[config.mk]
export PLATFORM = sky130hd
export DESIGN_NAME = link_spare_bandwidth_estimator
export DESIGN_NICKNAME = d
export VERILOG_FILES = /design/src/hdl/lsbe_pkg.sv /design/src/hdl/lsbe_div.sv /design/src/hdl/link_spare_bandwidth_estimator.sv
export SDC_FILE = /design/constraint.sdc
export NUM_CORES = 2
export LEC_CHECK = 0
export BUFFER_PORTS_ARGS = -buffer_cell sky130_fd_sc_hd__buf_2
export CAP_MARGIN = 20
export CORE_UTILIZATION = 25
export CTS_CLUSTER_DIAMETER = 100
export DETAILED_ROUTE_END_ITERATION = 8
export SLEW_MARGIN = 5
export SYNTH_ARGS = -nofsm -noshare
export SYNTH_HDL_FRONTEND = slang
export SYNTH_SLANG_ARGS = --single-unit
[constraint.sdc]
create_clock -name clk_i -period 8.4 [get_ports clk_i]
set_input_delay 1.68 -clock clk_i [delete_from_list [all_inputs] [get_ports clk_i]]
set_output_delay 1.68 -clock clk_i [all_outputs]
set_load 0.02 [all_outputs]
[src/hdl/lsbe_pkg.sv]
// ============================================================================
// Link spare bandwidth estimator package
// Shared widths, register indexes, sequencer states and divider interface.
// ============================================================================
`default_nettype none

package lsbe_pkg;

  localparam int WINDOW     = 15;
  localparam int RING_SIZE  = WINDOW + 1;
  localparam int IDX_W      = $clog2(RING_SIZE);
  localparam int CNT_W      = $clog2(WINDOW + 1);

  localparam int VAL_W      = 48;
  localparam int CNT_IN_W   = 32;
  localparam int TOT_W      = 33;
  localparam int PER_W      = 16;
  localparam int SCALE      = 10;
  localparam int MAG_W      = TOT_W + 4;
  localparam int DVD1_W     = MAG_W + 1;
  localparam int SUM_W      = VAL_W + CNT_W;
  localparam int DIV_W      = SUM_W;
  localparam int STEP_W     = $clog2(DIV_W + 1);
  localparam int FILL_W     = 4;
  localparam int EXT_W      = 8;

  localparam int CFG_IDX_W  = 8;
  localparam int CFG_DATA_W = 48;
  localparam int IN_W       = 64;
  localparam int OUT_W      = 104;

  localparam logic [CFG_IDX_W-1:0] REG_LINK_SPEED     = 8'd0;
  localparam logic [CFG_IDX_W-1:0] REG_REFRESH_PERIOD = 8'd1;
  localparam logic [PER_W-1:0]     PERIOD_RESET       = 16'd10;

  typedef enum logic [2:0] {
    ST_IDLE,
    ST_DIV1,
    ST_SPARE,
    ST_SUM,
    ST_DIV2,
    ST_OUT
  } lsbe_state_e;

  typedef struct packed {
    logic              start;
    logic [STEP_W-1:0] steps;
    logic [DIV_W-1:0]  dividend;
    logic [PER_W-1:0]  divisor;
  } lsbe_div_req_t;

  typedef struct packed {
    logic             done;
    logic [DIV_W-1:0] quotient;
  } lsbe_div_rsp_t;

endpackage

`default_nettype wire

[src/hdl/lsbe_div.sv]
// ============================================================================
// Shared bit-serial divider
// Restoring divider, one quotient bit per cycle. The dividend is loaded
// left-aligned; after the requested number of steps the quotient sits in the
// low bits of the result.
// ============================================================================
`default_nettype none

module lsbe_div
  import lsbe_pkg::*;
(
  input  wire logic          clk_i,
  input  wire logic          rst_ni,
  input  wire lsbe_div_req_t req_i,
  output lsbe_div_rsp_t      rsp_o
);

  logic              busy_q;
  logic              done_q;
  logic [STEP_W-1:0] step_q;
  logic [DIV_W-1:0]  a_q;
  logic [PER_W-1:0]  r_q;
  logic [PER_W-1:0]  d_q;

  logic [PER_W:0]    shifted;
  logic [PER_W:0]    trial;
  logic              qbit;
  logic [PER_W-1:0]  r_d;

  always_comb begin
    shifted = {r_q, a_q[DIV_W-1]};
    trial   = shifted - {1'b0, d_q};
    qbit    = ~trial[PER_W];
    r_d     = qbit ? trial[PER_W-1:0] : shifted[PER_W-1:0];
  end

  always_ff @(posedge clk_i or negedge rst_ni) begin
    if (!rst_ni) begin
      busy_q <= 1'b0;
      done_q <= 1'b0;
      step_q <= '0;
    end else begin
      done_q <= 1'b0;
      if (req_i.start) begin
        busy_q <= 1'b1;
        step_q <= req_i.steps;
      end else if (busy_q) begin
        step_q <= step_q - STEP_W'(1);
        if (step_q == STEP_W'(1)) begin
          busy_q <= 1'b0;
          done_q <= 1'b1;
        end
      end
    end
  end

  always_ff @(posedge clk_i) begin
    if (req_i.start) begin
      a_q <= req_i.dividend;
      r_q <= '0;
      d_q <= req_i.divisor;
    end else if (busy_q) begin
      a_q <= {a_q[DIV_W-2:0], qbit};
      r_q <= r_d;
    end
  end

  assign rsp_o.done     = done_q;
  assign rsp_o.quotient = a_q;

endmodule

`default_nettype wire

[src/hdl/link_spare_bandwidth_estimator.sv]
// ============================================================================
// Link spare bandwidth estimator
// Per-sample spare bandwidth and windowed mean over a small value ring.
// ============================================================================
// Each input item is a sample of the rx and tx byte counters. The block takes
// one item at a time: after an accept, s_axis_tready stays low until the
// result has been loaded into the output register. From one accept to the
// next possible accept an item goes through the delta division, forming the
// spare value, adding up the averaged ring entries into the window sum, the
// mean division, loading the output register and one idle step. The first
// sample skips the delta division. Both divisions share the single bit-serial
// divider. A finished result may wait in the output register while the next
// item is accepted; if it is still waiting when the next result is ready, the
// block holds in its last step. Config writes are always ready and must only
// be issued while the block is idle.
`default_nettype none

module link_spare_bandwidth_estimator
  import lsbe_pkg::*;
(
  input  wire logic                  clk_i,
  input  wire logic                  rst_ni,
  // config write channel
  input  wire logic                  cfg_valid_i,
  output logic                       cfg_ready_o,
  input  wire logic [CFG_IDX_W-1:0]  cfg_index_i,
  input  wire logic [CFG_DATA_W-1:0] cfg_data_i,
  // input items
  input  wire logic                  s_axis_tvalid,
  output logic                       s_axis_tready,
  input  wire logic [IN_W-1:0]       s_axis_tdata,  // rx_bytes[31:0], tx_bytes[63:32]
  // result items
  output logic                       m_axis_tvalid,
  input  wire logic                  m_axis_tready,
  output logic [OUT_W-1:0]           m_axis_tdata   // sample_spare[47:0],
                                                    // average_spare[95:48],
                                                    // window_fill[99:96], zero pad
);

  lsbe_state_e state_q, state_d;

  logic [VAL_W-1:0]  speed_q;
  logic [PER_W-1:0]  period_q;
  logic [TOT_W-1:0]  prev_q;
  logic [IDX_W-1:0]  wp_q;
  logic [IDX_W-1:0]  rp_q;
  logic [CNT_W-1:0]  cnt_q;
  logic [CNT_W-1:0]  left_q;
  logic              pend_q;
  logic              first_q;
  logic              neg_q;
  logic [VAL_W-1:0]  spare_q;
  logic [SUM_W-1:0]  sum_q;
  logic [VAL_W-1:0]  rd_data_q;
  logic              out_valid_q;
  logic [OUT_W-1:0]  out_data_q;

  logic [VAL_W-1:0]  ring_mem [RING_SIZE];

  lsbe_div_req_t     div_req;
  lsbe_div_rsp_t     div_rsp;

  logic              accept;
  logic [TOT_W-1:0]  total;
  logic              neg;
  logic [TOT_W-1:0]  delta;
  logic [MAG_W-1:0]  mag;
  logic [PER_W-1:0]  div_eff;
  logic [DVD1_W-1:0] dvd1;
  logic [DVD1_W-1:0] quot1;
  logic [VAL_W:0]    up_sum;
  logic [VAL_W-1:0]  spare_calc;
  logic [CNT_W-1:0]  cnt_new;
  logic [IDX_W-1:0]  wp_next;
  logic [IDX_W-1:0]  wp_prev;
  logic [IDX_W-1:0]  rp_prev;
  logic [EXT_W-1:0]  cnt_ext;
  logic              out_free;

  assign cfg_ready_o   = 1'b1;
  assign s_axis_tready = (state_q == ST_IDLE);
  assign accept        = s_axis_tvalid && s_axis_tready;
  assign m_axis_tvalid = out_valid_q;
  assign m_axis_tdata  = out_data_q;
  assign out_free      = !out_valid_q || m_axis_tready;

  // delta and first dividend
  always_comb begin
    total   = TOT_W'(s_axis_tdata[CNT_IN_W-1:0]) + TOT_W'(s_axis_tdata[IN_W-1:CNT_IN_W]);
    neg     = (total < prev_q);
    delta   = neg ? (prev_q - total) : (total - prev_q);
    mag     = MAG_W'(delta) * MAG_W'(SCALE);
    div_eff = (period_q == '0) ? PER_W'(1) : period_q;
    dvd1    = neg ? DVD1_W'(mag)
                  : (DVD1_W'(mag) + DVD1_W'(div_eff) - DVD1_W'(1));
  end

  // spare from quotient, or the link speed for the first sample
  always_comb begin
    quot1  = div_rsp.quotient[DVD1_W-1:0];
    up_sum = {1'b0, speed_q} + (VAL_W + 1)'(quot1);
    if (first_q) begin
      spare_calc = speed_q;
    end else if (neg_q) begin
      spare_calc = up_sum[VAL_W] ? {VAL_W{1'b1}} : up_sum[VAL_W-1:0];
    end else begin
      spare_calc = (speed_q >= VAL_W'(quot1)) ? (speed_q - VAL_W'(quot1)) : '0;
    end
  end

  always_comb begin
    cnt_new = (cnt_q < CNT_W'(WINDOW)) ? (cnt_q + CNT_W'(1)) : cnt_q;
    wp_next = (wp_q == IDX_W'(RING_SIZE - 1)) ? '0 : (wp_q + IDX_W'(1));
    wp_prev = (wp_q == '0) ? IDX_W'(RING_SIZE - 1) : (wp_q - IDX_W'(1));
    rp_prev = (rp_q == '0) ? IDX_W'(RING_SIZE - 1) : (rp_q - IDX_W'(1));
    cnt_ext = EXT_W'(cnt_q);
  end

  // sequencer
  always_comb begin
    state_d          = state_q;
    div_req.start    = 1'b0;
    div_req.steps    = STEP_W'(DVD1_W);
    div_req.dividend = {dvd1, {(DIV_W - DVD1_W){1'b0}}};
    div_req.divisor  = div_eff;
    case (state_q)
      ST_IDLE: begin
        if (accept) begin
          if (cnt_q == '0) begin
            state_d = ST_SPARE;
          end else begin
            div_req.start = 1'b1;
            state_d       = ST_DIV1;
          end
        end
      end
      ST_DIV1: begin
        if (div_rsp.done) begin
          state_d = ST_SPARE;
        end
      end
      ST_SPARE: begin
        state_d = ST_SUM;
      end
      ST_SUM: begin
        if (left_q == '0 && !pend_q) begin
          div_req.start    = 1'b1;
          div_req.steps    = STEP_W'(DIV_W);
          div_req.dividend = sum_q;
          div_req.divisor  = PER_W'(cnt_q);
          state_d          = ST_DIV2;
        end
      end
      ST_DIV2: begin
        if (div_rsp.done) begin
          state_d = ST_OUT;
        end
      end
      ST_OUT: begin
        if (out_free) begin
          state_d = ST_IDLE;
        end
      end
      default: begin
        state_d = ST_IDLE;
      end
    endcase
  end

  lsbe_div u_div (
    .clk_i  (clk_i),
    .rst_ni (rst_ni),
    .req_i  (div_req),
    .rsp_o  (div_rsp)
  );

  always_ff @(posedge clk_i or negedge rst_ni) begin
    if (!rst_ni) begin
      state_q     <= ST_IDLE;
      speed_q     <= '0;
      period_q    <= PERIOD_RESET;
      prev_q      <= '0;
      wp_q        <= '0;
      rp_q        <= '0;
      cnt_q       <= '0;
      left_q      <= '0;
      pend_q      <= 1'b0;
      first_q     <= 1'b0;
      neg_q       <= 1'b0;
      out_valid_q <= 1'b0;
    end else begin
      state_q <= state_d;
      if (cfg_valid_i) begin
        case (cfg_index_i)
          REG_LINK_SPEED:     speed_q  <= cfg_data_i[VAL_W-1:0];
          REG_REFRESH_PERIOD: period_q <= cfg_data_i[PER_W-1:0];
          default: ;
        endcase
      end
      if (accept) begin
        prev_q  <= total;
        first_q <= (cnt_q == '0);
        neg_q   <= neg;
      end
      pend_q <= (state_q == ST_SUM) && (left_q != '0);
      case (state_q)
        ST_SPARE: begin
          wp_q   <= wp_next;
          rp_q   <= wp_prev;
          cnt_q  <= cnt_new;
          left_q <= cnt_new - CNT_W'(1);
        end
        ST_SUM: begin
          if (left_q != '0) begin
            rp_q   <= rp_prev;
            left_q <= left_q - CNT_W'(1);
          end
        end
        default: ;
      endcase
      if (state_q == ST_OUT && out_free) begin
        out_valid_q <= 1'b1;
      end else if (m_axis_tready) begin
        out_valid_q <= 1'b0;
      end
    end
  end

  // datapath registers
  always_ff @(posedge clk_i) begin
    if (state_q == ST_SPARE) begin
      spare_q <= spare_calc;
      sum_q   <= SUM_W'(spare_calc);
    end else if (state_q == ST_SUM && pend_q) begin
      sum_q <= sum_q + SUM_W'(rd_data_q);
    end
    if (state_q == ST_OUT && out_free) begin
      out_data_q <= {{(OUT_W - 2 * VAL_W - FILL_W){1'b0}}, cnt_ext[FILL_W-1:0],
                     div_rsp.quotient[VAL_W-1:0], spare_q};
    end
  end

  // value ring
  always_ff @(posedge clk_i) begin
    if (state_q == ST_SPARE) begin
      ring_mem[wp_q] <= spare_calc;
    end
    rd_data_q <= ring_mem[rp_q];
  end

endmodule

`default_nettype wire

# Yosys cells after proc, flatten, opt, wreduce, memory -nomap -nowiden
# Memories as Yosys holds them, arrays and structs flattened. A register that Yosys moved wholly into a read port is not among the register bits.
# Cells that the tools add are included.
# op_classes
shifts,0
n_addsub,16
n_div,0
eq_ne,14
order_cmp,3
bitwise_logic,1
n_reduce_logical,24
multipliers,1
n_mux,44
# op_table
op,n
48-bit 2-to-1 mux,6
52-bit 2-to-1 mux,2
75-bit 2-to-1 mux,1
74-bit 2-to-1 mux,1
33-bit subtractor,2
52-bit by 48-bit adder with 52-bit output,1
48-bit by 38-bit adder with 49-bit output,1
48-bit by 38-bit greater-or-equal comparator with 1-bit output,1
48-bit by 38-bit subtractor with 48-bit output,1
37-bit by 16-bit adder with 38-bit output,1
38-bit 2-to-1 mux,1
"38-bit by 1-bit subtractor with 38-bit output, second input constant",1
"33-bit by 3-bit multiplier with 36-bit output, second input constant",1
32-bit by 32-bit adder with 33-bit output,1
33-bit less-than comparator,1
33-bit 2-to-1 mux,1
16-bit 2-to-1 mux,2
4-bit 2-to-1 mux,6
3-bit one-hot mux with 6 select lines,1
17-bit by 16-bit subtractor with 17-bit output,1
16-bit zero test,1
4-bit zero test,4
4-bit one-hot mux with 2 select lines,2
"4-bit by 1-bit subtractor with 4-bit output, second input constant",4
26 further kinds,59
# word_totals
register_bits,412
mem_count,1
output_inout_bits,107
rom_bits,0
ram_bits,768
elab_cells,126
latch_bits,0
inputBits,125
# memory_table
memory,words,width,read_ports,rd_clocked_by_memory_dff,wr,line_no,rtl
ring_mem,16,48,1,1,1,link_spare_bandwidth_estimator.sv:58,logic [VAL_W-1:0] ring_mem [RING_SIZE];

# Longest topological paths before layout
# logic_depth
word_depth,10
mapped_depth,53

# Modules after synthesis
# Synthesis repeated with hierarchy kept, for this count alone.
# unflattened
hier_cells,5384
hier_area_um2,64815.9
# modules_own_cells
mod,area_each_um2,n_inst,cells_each
link_spare_bandwidth_estimator,60220.3,1,5008
lsbe_div,4595.7,1,376

# Worst setup path before layout
# Ideal clock, no wire load.
# synth_timing
kind,input port to flip-flop
from,input port s_axis_tdata[0]
to,"register u_div.a_q[48], data pin"
setup_time_ns,0.264
arrival_time_ns,11.267
stages,49
slack_ns,-3.131
n_path_buf,4
t_required_ns,8.136
path_cell_list,ha_1 > fa_1 > a21o_1 > a21oi_1 > o21ai_0 > a31oi_1 > a2111oi_0 > o31ai_1 > a21oi_1 > o21a_1 > nor2_1 > xor2_1 > inv_1 > ha_1 > clkbuf_1 > nand2_1 > nor2_1 > o21ai_0 > [13 not listed] > o21ai_0 > a21o_1 > a21o_1 > a21o_1 > a21oi_1 > xnor2_1 > inv_1 > ha_1 > and3_1 > and3_1 > o31ai_1 > maj3_1 > nor2_1 > o41a_1 > a21boi_0 > xor2_1 > mux2_2 > o21ai_1
# synth_via
elab_chain_len,10
elab_cells_between_ends,12
classes_between,add/sub (5); mul (1); order compare (1); mux (5)
# synth_lines
element,line_no,rtl
"start, declared",link_spare_bandwidth_estimator.sv:31,"input wire logic [IN_W-1:0] s_axis_tdata,"
32-bit by 32-bit adder with 33-bit output (*),link_spare_bandwidth_estimator.sv:89,total = TOT_W'(s_axis_tdata[CNT_IN_W-1:0]) + TOT_W'(s_axis_tdata[IN_W-1:CNT_IN_W]);
via total[22],link_spare_bandwidth_estimator.sv:64,logic [TOT_W-1:0] total;
33-bit subtractor or 33-bit less-than comparator (tied branches),"link_spare_bandwidth_estimator.sv:91, link_spare_bandwidth_estimator.sv:90",
33-bit 2-to-1 mux,link_spare_bandwidth_estimator.sv:91,delta = neg ? (prev_q - total) : (total - prev_q);
33-bit by 3-bit multiplier with 36-bit output,link_spare_bandwidth_estimator.sv:92,mag = MAG_W'(delta) * MAG_W'(SCALE);
37-bit by 16-bit adder with 38-bit output,link_spare_bandwidth_estimator.sv:95,: (DVD1_W'(mag) + DVD1_W'(div_eff) - DVD1_W'(1));
38-bit by 1-bit subtractor with 38-bit output,link_spare_bandwidth_estimator.sv:95,
38-bit 2-to-1 mux (*),link_spare_bandwidth_estimator.sv:94,dvd1 = neg ? DVD1_W'(mag)
75-bit 2-to-1 mux,link_spare_bandwidth_estimator.sv:146,if (left_q == '0 && !pend_q) begin
74-bit 2-to-1 mux (*),link_spare_bandwidth_estimator.sv:126,case (state_q)
52-bit 2-to-1 mux (*),lsbe_div.sv:58,if (req_i.start) begin
"end signal, assigned",lsbe_div.sv:59,a_q <= req_i.dividend;
"end signal, assigned",lsbe_div.sv:63,"a_q <= {a_q[DIV_W-2:0], qbit};"
"end, declared",lsbe_div.sv:21,logic [DIV_W-1:0] a_q;
# The timed path passes the listed nets; every way through them passes the cells marked *.
# A chain may end at the register's enable or synchronous reset.

# Worst setup path in the final report
# layout_timing
from,input port s_axis_tdata[32]
to,"register u_div.a_q[49], data pin"
# The elaborated chain is that of the path after synthesis.

==> out/results.tsv <==
metric	value	unit
fin worst setup slack	-1.80	ns
# H-tree levels	4	
Final Power	39.5	mW
peak supply drop	0.915	mV
first-pass GRT wire length	294000	µm
Root Driver	clkbuf_16	
type of origin of the critical path	input port	
RSZ-0062 raised after global routing	true	
leading area contributor after synthesis	edfxtp_1	
std cell rows	184	
Required @ worst endpoint	8.92	ns
synthesized area per cell	12.9	µm²
Vias	44975	
grt peak-use layer	met2	
status	complete, but fails checks	
Lkg Pwr	30.2	nW
Cell Count Post-Placement	8926	
dominant synthesized flop cell	edfxtp_1	
post-detailed-route wirelength per cell	21.8	µm
Setup CP Type	in2reg	
Core Util, Final	31.6	%
CTS Hold Bufs	0	
Syn Std Cell Area	63600	µm²
Routability Congestion	0.916	
FILL cells	24912	
Yosys cell types	102	
post-synthesis sequential area ratio	55.9	%
Port Buffers	226	
# DRC	0	
met3 Resource Use GR	2.65	%
HP Class	reg2reg	
Initial Util	25.2	%
Final Cycle Share	121	%
vias in the first global route	45168	
total of max-cap violations	0	
Die Area	256000	µm²
core area	252000	µm²
Gate Count Post-Synth	4942	
worst clock skew	0.0665	ns
asr flop ratio synth	10.4	%
initial antenna violation count	15	
crit-path max cell delay	0.42	ns
drt first pass iters	6	
CTS buffer count	135	
TritonCTS clock tree	done	
Crit. End Element	flip-flop	
Clock Tree Buf Depth	3	
DIE HEIGHT	506	µm
clock insertion delay at the later pin of the skew report	0.82	ns
most common cell after layout, fill and taps aside	edfxtp_1	
relative slew slack	26.1	%
worst-path maximum fanout	6	
final HPWL from detailed placement	139000	µm
final std cells w/o fill	9229	
power per cell area	496	nW/µm²
worst slew pin tran	1.11	ns
Synth Register Bits	1228	
clock sinks	1228	
DR vias/cell	4.87	
WL final	201000	µm
minimum clock period	10.20	ns
failing checks	negative setup slack	
Synth area leaders	edfxtp_1 49%, mux4_2 8.5%, ha_1 7.1%	
top cell type's share of synthesized area	48.7	%
Layout area overhead	25.3	%
Net count, final	6262	
largest net degree at the start of global routing	126	
fraction of layout cells with a size suffix above 1	29.4	%
commonest non-fill, non-tap cells in the layout	1032 x edfxtp_1, 653 x buf_4, 329 x a21oi_1	
GRT overflow	0	
Die W	506	µm
post-route ant nets	0	
Setup-failing EPs final	31	
final hold violations	0	
Overall Global Routing Usage	15.3	%
initial drt markers	3662	
Post-synth EDFFs	1032	
DP Worst Slack	-3.15	ns
Ports	232	
CP arrival	10.72	ns
GR Layer Usage met2	25.1	%
Clock transition at path regs	0.06	ns
met1 GRT Util	20.3	%
Syn. warnings	0	
Hold WS	0.417	ns
CP max-delay cell	a2111o_1	
Slew Limit Fails	0	
Max Freq	0.0980	GHz
-- routing by layer --
layer | wire [µm] | up-vias | part of all wire, %
met5 | 42 | - | 0.021
met1 | 87700 | 22703 | 44
li1 | - | 20513 | -
met2 | 94000 | 1467 | 47
met3 | 12400 | 286 | 6.2
met4 | 6560 | 6 | 3.3
-- final timing paths --
| check | startpoint | endpoint | cells after the start | slack (ns) |
|---|---|---|---|---|
| min | spare_q[32]$_DFFE_PP_ | m_axis_tdata[32]$_DFFE_PP_ | 0 | 0.42 |
| max reg2reg | prev_q[1]$_DFFE_PN0P_ | u_div.a_q[49]$_DFFE_PP_ | 38 | 0.89 |
| max in group asynchronous | rst_ni | rp_q[0]$_DFFE_PN0P_ | 2 | 6.34 |
| min reg2reg | spare_q[32]$_DFFE_PP_ | m_axis_tdata[32]$_DFFE_PP_ | 0 | 0.42 |
| max | s_axis_tdata[32] | u_div.a_q[49]$_DFFE_PP_ | 53 | -1.80 |
| min in group asynchronous | rst_ni | prev_q[11]$_DFFE_PN0P_ | 1 | 0.79 |
-- area by class of cell --
type                       instances  area, µm²  share of cell area, %
timing repair buffer             904       6370                   8.00
tap                             3348       4190                   5.26
clock buffer                     169       3620                   4.54
sequential                      1228      35600                   44.6
clock inverter                    79       1000                   1.26
antenna                            3       7.51                0.00942
inverter                         324       1220                   1.53
multi-input combinational       3174      27700                   34.8
-- synth_stat cells (all sizes together) (122+ instances only) --
cell and n:
nor2 277, o21ai 314, xnor2 122, edfxtp 1032, a21oi 368, nand2 279
dfrtp 126, a21o 142, mux4 240, clkbuf 160, inv 319, ha 361
-- per-stage QoR --
stage / TNS (ns) / area [µm²]
finish: -38.18 / 79700
global route: -51.56 / 79700
CTS: -34.00 / 79100
detailed placement: -79.80 / 73500
global placement: -80.80 / 73500
floorplan: -40.87 / 64200
-- registers in the layout (all words and copies together), names as in the netlist, 6 cells and up --
| register | flops |
|---|---|
| m_axis_tdata | 100 |
| u_div.r_q | 16 |
| speed_q | 48 |
| period_q | 16 |
| sum_q | 52 |
| prev_q | 33 |
| u_div.a_q | 52 |
| spare_q | 48 |
| ring_mem | 768 |
| rd_data_q | 48 |
| u_div.d_q | 16 |
| u_div.step_q | 6 |
-- worst max-delay path, delay by kind of cell --
family	cells	cell delay, ns
compound gates	24	4.22
xor+xnor	4	0.75
mux	1	0.14
buf+inv	6	0.72
fa+ha+maj	7	1.68
simple gates	11	1.52
-- what timing repair did --
item	in CTS	in global routing
setup endpoints to repair	33	33
gates resized for setup	140	73
pin swaps	94	48
cloned	1	0
setup buffers	35	23
-- cells by family (layout without fill, tap and decap cells) --
logic type      after synthesis  count (layout)  share of synthesized area [%]
xor+xnor                    201             201                           2.78
simple gates                958             958                           7.12
flops                      1228            1228                           55.9
buf+inv                     543            1476                           3.32
compound gates             1291            1291                           13.1
other cells                   2               8                         0.0118
mux                         348             348                           10.3
fa+ha+maj                   371             371                           7.40
-- where the power goes --
part | total (mW) | internal [mW] | switching [mW] | leakage [nW]
clock | 6.15 | 3.55 | 2.60 | 2.23
combinational | 26.6 | 14.1 | 12.6 | 16.3
sequential | 6.70 | 6.66 | 0.0335 | 11.6
(Power assumes the default switching activity.)
